**config.mk**
```make
export PLATFORM = sky130hd
export DESIGN_NAME = edfu_ctrl
export DESIGN_NICKNAME = d
export VERILOG_FILES = /design/src/edfu_pkg.sv /design/src/edfu_ctrl.sv
export SDC_FILE = /design/constraint.sdc
export NUM_CORES = 1
export LEC_CHECK = 0
export BUFFER_PORTS_ARGS = -buffer_cell sky130_fd_sc_hd__buf_2
export CAP_MARGIN = 20
export CORE_UTILIZATION = 40
export CTS_CLUSTER_SIZE = 28
export DETAILED_ROUTE_END_ITERATION = 10
export GPL_TIMING_DRIVEN = 0
export HOLD_SLACK_MARGIN = 0.03
export PLACE_DENSITY = 0.72
export SLEW_MARGIN = 20
export SYNTH_ARGS = -nofsm -noshare
export SYNTH_HDL_FRONTEND = slang
export SYNTH_SLANG_ARGS = --single-unit
export TNS_END_PERCENT = 100
```
**constraint.sdc**
```tcl
create_clock -name clk -period 3.1 [get_ports clk]
set_input_delay 0.31 -clock clk [delete_from_list [all_inputs] [get_ports clk]]
set_output_delay 0.31 -clock clk [all_outputs]
set_load 0.02 [all_outputs]
```
**src/edfu_pkg.sv**
```systemverilog
package edfu_pkg;

	localparam int MAX_DIM = 256;
	localparam int DIM_W   = $clog2(MAX_DIM);
	localparam int CNT_W   = DIM_W + 1;
	localparam int ADDR_W  = 2 * DIM_W;
	localparam int PIX_W   = ADDR_W + 1;
	localparam int DIST_W  = ADDR_W + 2;
	localparam int ROOT_W  = (DIST_W + 16) / 2;
	localparam int NUM_W   = DIST_W + 1;
	localparam int DEN_W   = CNT_W + 1;
	localparam int PROD_W  = NUM_W + DEN_W + 1;
	localparam int QUO_W   = ROOT_W + 9;

	localparam logic [DIST_W-1:0] FAR        = DIST_W'(2 * MAX_DIM * MAX_DIM);
	localparam logic [7:0]        THR_RESET  = 8'd240;
	localparam logic [7:0]        BYTE_MAX   = 8'd255;

	localparam logic [1:0] REG_ROW_WIDTH    = 2'd0;
	localparam logic [1:0] REG_IMAGE_HEIGHT = 2'd1;
	localparam logic [1:0] REG_THRESHOLD    = 2'd2;

	typedef enum logic [5:0] {
		CMD_NOP, CMD_LOAD, CMD_READ, CMD_FILL, CMD_PINIT, CMD_LRD, CMD_LWR,
		CMD_FINIT, CMD_F1, CMD_F2, CMD_K1, CMD_K2, CMD_K3, CMD_K4, CMD_K5, CMD_K6,
		CMD_BINIT, CMD_B1, CMD_B2, CMD_B4, CMD_B5, CMD_B6, CMD_PNEXT,
		CMD_RINIT, CMD_R1, CMD_R2, CMD_R3, CMD_TDONE,
		CMD_Q1, CMD_Q2, CMD_Q3, CMD_Q4, CMD_OUT
	} cmd_t;

	typedef struct packed {
		logic fill_end;
		logic last_q;
		logic len_one;
		logic pop;
		logic adv_ok;
		logic adv;
		logic pass_last;
		logic row_phase;
		logic root_done;
		logic quo_done;
		logic last_i;
	} stat_t;

endpackage

```
**src/edfu_ctrl.sv**
```systemverilog
module edfu_ctrl import edfu_pkg::*; (
	input  logic  clk,
	input  logic  arst_n,
	input  logic  start,
	input  logic  op,
	input  logic  last,
	input  stat_t stat,
	output logic  busy,
	output cmd_t  cmd
);

	typedef enum logic [4:0] {
		ST_IDLE, ST_FILL, ST_PINIT, ST_LRD, ST_LWR, ST_FINIT, ST_F1, ST_F2,
		ST_K1, ST_K2, ST_K3, ST_K4, ST_K5, ST_K6,
		ST_BINIT, ST_B1, ST_B2, ST_B4, ST_B5, ST_B6, ST_PNEXT,
		ST_RINIT, ST_R1, ST_R2, ST_R3, ST_TDONE,
		ST_Q1, ST_Q2, ST_Q3, ST_Q4, ST_OUT
	} state_t;

	state_t state_q;

	assign busy = state_q != ST_IDLE;

	always_comb begin
		case (state_q)
			ST_IDLE:  cmd = start ? (op ? CMD_READ : CMD_LOAD) : CMD_NOP;
			ST_FILL:  cmd = CMD_FILL;
			ST_PINIT: cmd = CMD_PINIT;
			ST_LRD:   cmd = CMD_LRD;
			ST_LWR:   cmd = CMD_LWR;
			ST_FINIT: cmd = CMD_FINIT;
			ST_F1:    cmd = CMD_F1;
			ST_F2:    cmd = CMD_F2;
			ST_K1:    cmd = CMD_K1;
			ST_K2:    cmd = CMD_K2;
			ST_K3:    cmd = CMD_K3;
			ST_K4:    cmd = CMD_K4;
			ST_K5:    cmd = CMD_K5;
			ST_K6:    cmd = CMD_K6;
			ST_BINIT: cmd = CMD_BINIT;
			ST_B1:    cmd = CMD_B1;
			ST_B2:    cmd = CMD_B2;
			ST_B4:    cmd = CMD_B4;
			ST_B5:    cmd = CMD_B5;
			ST_B6:    cmd = CMD_B6;
			ST_PNEXT: cmd = CMD_PNEXT;
			ST_RINIT: cmd = CMD_RINIT;
			ST_R1:    cmd = CMD_R1;
			ST_R2:    cmd = CMD_R2;
			ST_R3:    cmd = CMD_R3;
			ST_TDONE: cmd = CMD_TDONE;
			ST_Q1:    cmd = CMD_Q1;
			ST_Q2:    cmd = CMD_Q2;
			ST_Q3:    cmd = CMD_Q3;
			ST_Q4:    cmd = CMD_Q4;
			ST_OUT:   cmd = CMD_OUT;
			default:  cmd = CMD_NOP;
		endcase
	end

	always_ff @(posedge clk or negedge arst_n) begin
		if (!arst_n) begin
			state_q <= ST_IDLE;
		end else begin
			case (state_q)
				ST_IDLE: begin
					if (start) begin
						if (op) begin
							state_q <= ST_Q1;
						end else if (last) begin
							state_q <= ST_FILL;
						end
					end
				end
				ST_FILL:  state_q <= stat.fill_end ? ST_PINIT : ST_FILL;
				ST_PINIT: state_q <= ST_LRD;
				ST_LRD:   state_q <= ST_LWR;
				ST_LWR:   state_q <= stat.last_q ? ST_FINIT : ST_LRD;
				ST_FINIT: state_q <= stat.len_one ? ST_BINIT : ST_F1;
				ST_F1:    state_q <= ST_F2;
				ST_F2:    state_q <= ST_K1;
				ST_K1:    state_q <= ST_K2;
				ST_K2:    state_q <= ST_K3;
				ST_K3:    state_q <= ST_K4;
				ST_K4:    state_q <= ST_K5;
				ST_K5:    state_q <= stat.pop ? ST_K1 : ST_K6;
				ST_K6:    state_q <= stat.last_q ? ST_BINIT : ST_F1;
				ST_BINIT: state_q <= ST_B1;
				ST_B1:    state_q <= stat.adv_ok ? ST_B2 : ST_B4;
				ST_B2:    state_q <= stat.adv ? ST_B1 : ST_B4;
				ST_B4:    state_q <= ST_B5;
				ST_B5:    state_q <= ST_B6;
				ST_B6:    state_q <= stat.last_q ? ST_PNEXT : ST_B1;
				ST_PNEXT: state_q <= (stat.pass_last && stat.row_phase) ? ST_RINIT : ST_PINIT;
				ST_RINIT: state_q <= ST_R1;
				ST_R1:    state_q <= ST_R2;
				ST_R2:    state_q <= ST_R3;
				ST_R3: begin
					if (stat.root_done) begin
						state_q <= stat.last_i ? ST_TDONE : ST_R1;
					end
				end
				ST_TDONE: state_q <= ST_IDLE;
				ST_Q1:    state_q <= ST_Q2;
				ST_Q2:    state_q <= stat.root_done ? ST_Q3 : ST_Q2;
				ST_Q3:    state_q <= ST_Q4;
				ST_Q4:    state_q <= stat.quo_done ? ST_OUT : ST_Q4;
				ST_OUT:   state_q <= ST_IDLE;
				default:  state_q <= ST_IDLE;
			endcase
		end
	end

endmodule

```
---- After elaboration in Yosys (flattened, before gate mapping) ----
Index checks and enable logic that the tools add are counted.
cells by class
  muxes and demuxes ....................... 20
  reductions and logical operators ........ 4
  eq/ne operators ......................... 33
operators with widths
  kind                number
  $pmux 6 s31         1
  $pmux 5 s29         1
  $eq 5x5->1 const B  15
  $eq 5x4->1 const B  8
  $mux 5              7
  $eq 5x3->1 const B  4
  $mux 4              3
  $eq 5x2->1 const B  2
  $mux 3              3
  $mux 2              4
  $eq 5x1->1 const B  1
  $logic_not 5->1     1
  $reduce_bool 5->1   1
  $ne 2x2->1 const B  2
  $ne 3x3->1 const B  1
  $reduce_and 3->1    1
  $logic_and 1x1->1   1
  $mux 1              1
storage, ports and cells
  logic and storage cells ................. 58
  input bits .............................. 16
  register bits ........................... 5
  output and inout port bits .............. 7

---- Depth between registers and ports, before layout ----
  depth after elaboration ................. 4
  depth in mapped cells ................... 7
  mapped depth without buffers ............ 5

---- Least setup slack after synthesis ----
No wires, ideal clock.
  kind .................................... reg-to-output
  from .................................... register state_q[3]
  to ...................................... output port cmd[0]
  path slack .............................. 1,420 ps
  required time ........................... 2,790 ps
  stages on the path, launching flop included .. 6
  buffers on the path ..................... 2
  arrival time ............................ 1,370 ps
  path through ............................ dfrtp_1 buf_4 buf_2 nor4_1 a21oi_1 o21ai_1
between the ends
  cells in the longest elaborated chain, start to end .. 2
  elaborated cells on any way between the ends .. 32
  classes of those cells .................. 30 x eq/ne; 1 x mux; 1 x reduce/logical
RTL lines
  item                                line             text
  from (decl)                         edfu_ctrl.sv:20  state_t state_q;
  from (signal assigned)              edfu_ctrl.sv:75  ST_FILL: state_q <= stat.fill_end ? ST_PINIT : ST_FILL;
  from (signal assigned)              edfu_ctrl.sv:78  ST_LWR: state_q <= stat.last_q ? ST_FINIT : ST_LRD;
  from (signal assigned)              edfu_ctrl.sv:79  ST_FINIT: state_q <= stat.len_one ? ST_BINIT : ST_F1;
  $eq 5x5->1 (tied with other cells)  edfu_ctrl.sv:25  case (state_q)
  $pmux 6 s31 (*)                     edfu_ctrl.sv:25
  to (decl)                           edfu_ctrl.sv:9   output cmd_t cmd
Every way passes the cells marked *; elsewhere a longest branch is shown, timed or not.

---- Worst setup path after layout ----
  from .................................... register state_q[1]
  to ...................................... output port cmd[0]
The elaborated chain is that of the path after synthesis.

==> impl_metrics.py <==
metrics = {
    "cts": {
        "cts_sinks": 5,
        "clockBufferDepth": 2,
        "cts_tree": "built",
        "cts_inserted_buffers": 3,
        "ctsHtreeMaxLevel": 1,
        "cts.clk_slew.worst_paths_ns": 0.05,
        "worstSkewPairLatency_ns": 0.24,
        "clockRootBuffer": "clkbuf_4",
        "post_cts_buffers": 0,
    },
    "floorplanning": {
        "die-width_microns": 47.34,
        "io_pins": 23,
        "rows": 16,
        "design.die.area_sq_um": 2241,
        "die_height_microns": 47.34,
        "core-area_sq_um": 1942,
        "start_util_pct": 42.33,
    },
    "routing": {
        "drtAntennaViolNets": 0,
        "routed_wl_mm": 2.472,
        "route.vias.total": 1019,
        "firstDrtPassIters": 4,
        "vias_per_cell": 5.994,
        "drt-initial-drc-count": 81,
        "drc": 0,
        "wl_per_cell_microns": 14.54,
    },
    "timing": {
        "slew_headroom_pct": 70.96,
        "hold_viol_final": 0,
        "tightest_slew_ns": 0.4333,
        "timing.hold.ws_ns": 0.4064,
        "timing.final.crit_share_pct": 64.09,
        "finalSetupTns_ns": 0,
        "post-route-min-period_ns": 1.987,
        "clock.fmax_ghz": 0.5033,
        "setup_violations": 0,
        "fin_worst_skew_ns": 0.005653,
        "report.final.slew_viol_count": 0,
        "grt_setup_unrepaired": "false",
    },
    "worst_hold_path": {
        "worstHoldPathType": "in2async",
    },
    "worst_setup_path": {
        "end_kind": "output pin",
        "cp.arrival_ns": 1.68,
        "cp_data_required_time_ns": 2.79,
        "critPathLaunchType": "register",
        "critPathKind": "reg2out",
        "crit_fanout": 10,
    },
    "pwr": {
        "comb_power_share_pct": 81.4,
        "total_leakage_power_uw": 0.0004220,
        "power_frac_seq_pct": 11.9,
        "swShare_pct": 54.44,
        "ir_worst_vdd_v": 0.0004707,
        "p_int_uw": 509.6,
        "pwr-share-clk_pct": 6.7,
        "power_switching_uw": 608.9,
        "p_total_uw": 1119,
        "power.density_nw_per_um2": 1116,
    },
    "place": {
        "gp_congestion": 0.9530,
        "io_buffers": 22,
        "dp.cells": 165,
        "dp_hpwl_mm": 1.904,
    },
    "layout": {
        "layout-drive-gt1-share_pct": 29.37,
        "largestRegisters": "state_q x5",
        "antennaDiodeCount": 0,
        "final_cells": 170,
        "largest_register": "state_q",
        "largest_register_ffs": 5,
        "final_nets": 160,
        "area_delta_synth_final_pct": 21.92,
        "final_util_pct": 51.61,
    },
    "synthesis": {
        "synth-seq-cells": 5,
        "synth_area_per_cell_sq_um": 7.087,
        "synth_area_sq_um": 822.0,
        "yosys_warnings": 0,
        "synth_cell_type_count": 41,
        "netlist_instances": 116,
        "syn_nets": 132,
        "ys_seq_area_share_pct": 15.22,
    },
    "grt": {
        "overflow": 0,
        "grt_max_degree": 11,
        "grt_use_total_pct": 25.14,
        "grt_pass1_wl_mm": 4.008,
        "grt_pass1_vias": 848,
        "grt_antenna_before_repair": 0,
    },
    "flow_run": {
        "cap_violations": 0,
    },
    "run_status": {
        "status": "complete, no violations",
    },
}
layer usage:
layer / share of wire, % / GRT usage (%) / up-vias
li1: - / - / 492
met4: 0.65 / 2.857 / 0
met5: 0 / 0 / -
met2: 47 / 40.27 / 61
met1: 43 / 36.38 / 464
met3: 8.7 / 3.846 / 2
worst paths after layout:
| kind | endpoint | cells past startpoint | from | slack, ns |
|---|---|---|---|---|
| max reg2reg | state_q[0]$_DFFE_PN0P_ | 5 | state_q[0]$_DFFE_PN0P_ | 1.52 |
| max in group asynchronous | state_q[4]$_DFFE_PN0P_ | 2 | arst_n | 2.56 |
| min reg2reg | state_q[1]$_DFFE_PN0P_ | 3 | state_q[3]$_DFFE_PN0P_ | 0.73 |
| max | cmd[0] | 6 | state_q[1]$_DFFE_PN0P_ | 1.11 |
| min | state_q[0]$_DFFE_PN0P_ | 2 | arst_n | 0.41 |
| min in group clk | state_q[2]$_DFFE_PN0P_ | 4 | stat[7] | 0.46 |
critical path: stages (launching register included):
cell and delay (ns):
dfrtp_1 0.42, buf_4 0.19, buf_2 0.19, nor4_1 0.25
a21oi_1 0.10, o21ai_1 0.11, buf_2 0.17
cells by family after synthesis:
group           Yosys count  share of synthesized area, %
simple gates             45                         29.53
compound gates           43                         35.47
buf+inv                  15                         10.96
xor+xnor                  6                         6.394
flops                     5                         15.22
mux                       2                         2.435
through the flow:
| step | setup WS (ns) | instance area (sq um) |
|---|---|---|
| final | 1.113 | 1002 |
| after global routing | 0.9680 | 1002 |
| after CTS | 1.101 | 1002 |
| after detailed placement | 1.372 | 965.9 |
| after global placement | 1.392 | 965.9 |
| after floorplan | 1.420 | 822.0 |
timing repair:
action,in CTS,in global routing
endpoints found under the hold margin,5,0
hold buffers,1,0
gates resized for setup,0,0
cell type report:
cell class / count / area [sq um]
Fill cell: 209 / 939.7
Timing Repair Buffer: 23 / 120.1
Tap cell: 27 / 33.78
Multi-Input combinational cell: 96 / 606.8
Sequential cell: 5 / 125.1
Buffer: 11 / 75.07
Inverter: 4 / 15.01
Clock buffer: 4 / 26.28
power by group through the flow:
stage          Clock [uW]  Sequential, uW  Combinational, uW
5_1_grt              83.0             139                987
3_5_place_dp            0             133                896
6_report             74.7             133                911
3_3_place_gp            0             134                896
2_1_floorplan           0             125                691
4_1_cts              78.9             132                901
Yosys cell counts:
master     count  area (sq um)
a2bb2oi_1      2         17.52
o32ai_1        1         8.760
dfrtp_1        5         125.1
nor2_1         8         30.03
nand3_1        5         25.02
o2111ai_1      1         8.760
a31oi_1        6         37.54
o21ai_0        5         25.02
nand2b_2       1         8.760
a21o_1         1         7.510
nand4_1        2         12.51
nor4_1         1         6.260
o22ai_2        1         12.51
inv_1          3         11.26
a21oi_1       11         55.05
and4bb_1       1         12.51
a2111oi_2      1         15.01
o2bb2ai_1      1         8.760
a211oi_1       4         30.03
nor3_2         1         10.01
o21a_1         1         7.510
nor3b_1        1         7.510
xor2_1         3         26.28
buf_2          6         30.03
nand3b_1       1         7.510
buf_4          3         22.52
or3b_1         1         8.760
xnor2_1        3         26.28
mux2i_1        2         20.02
o211a_1        1         10.01
o32a_1         1         10.01
nand2_1       13         48.80
buf_6          2         22.52
o22ai_1        3         18.77
nand2b_1       4         25.02
nor4_2         1         12.51
a32oi_1        1         8.760
nor2b_1        2         12.51
nor3_1         3         15.01
o21ai_1        2         10.01
inv_2          1         3.750
placed cells by master, fill, tap and decap left out, types with 2 or more instances in the layout:
cell | synthesis | final
buf_4 | 3 | 3
nor2b_1 | 2 | 2
o22ai_1 | 3 | 3
nor2_1 | 8 | 8
nand3_1 | 5 | 5
nor3_1 | 3 | 3
mux2i_1 | 2 | 2
buf_6 | 2 | 2
nand2_1 | 13 | 13
a21oi_1 | 11 | 11
a31oi_1 | 6 | 6
a211oi_1 | 4 | 4
o21ai_0 | 5 | 5
nand4_1 | 2 | 2
dfrtp_1 | 5 | 5
xor2_1 | 3 | 3
clkbuf_4 | 0 | 3
o21ai_1 | 2 | 2
a2bb2oi_1 | 2 | 2
xnor2_1 | 3 | 3
nand2b_1 | 4 | 4
buf_2 | 6 | 28
inv_1 | 3 | 3
(Power assumes the default switching activity.)
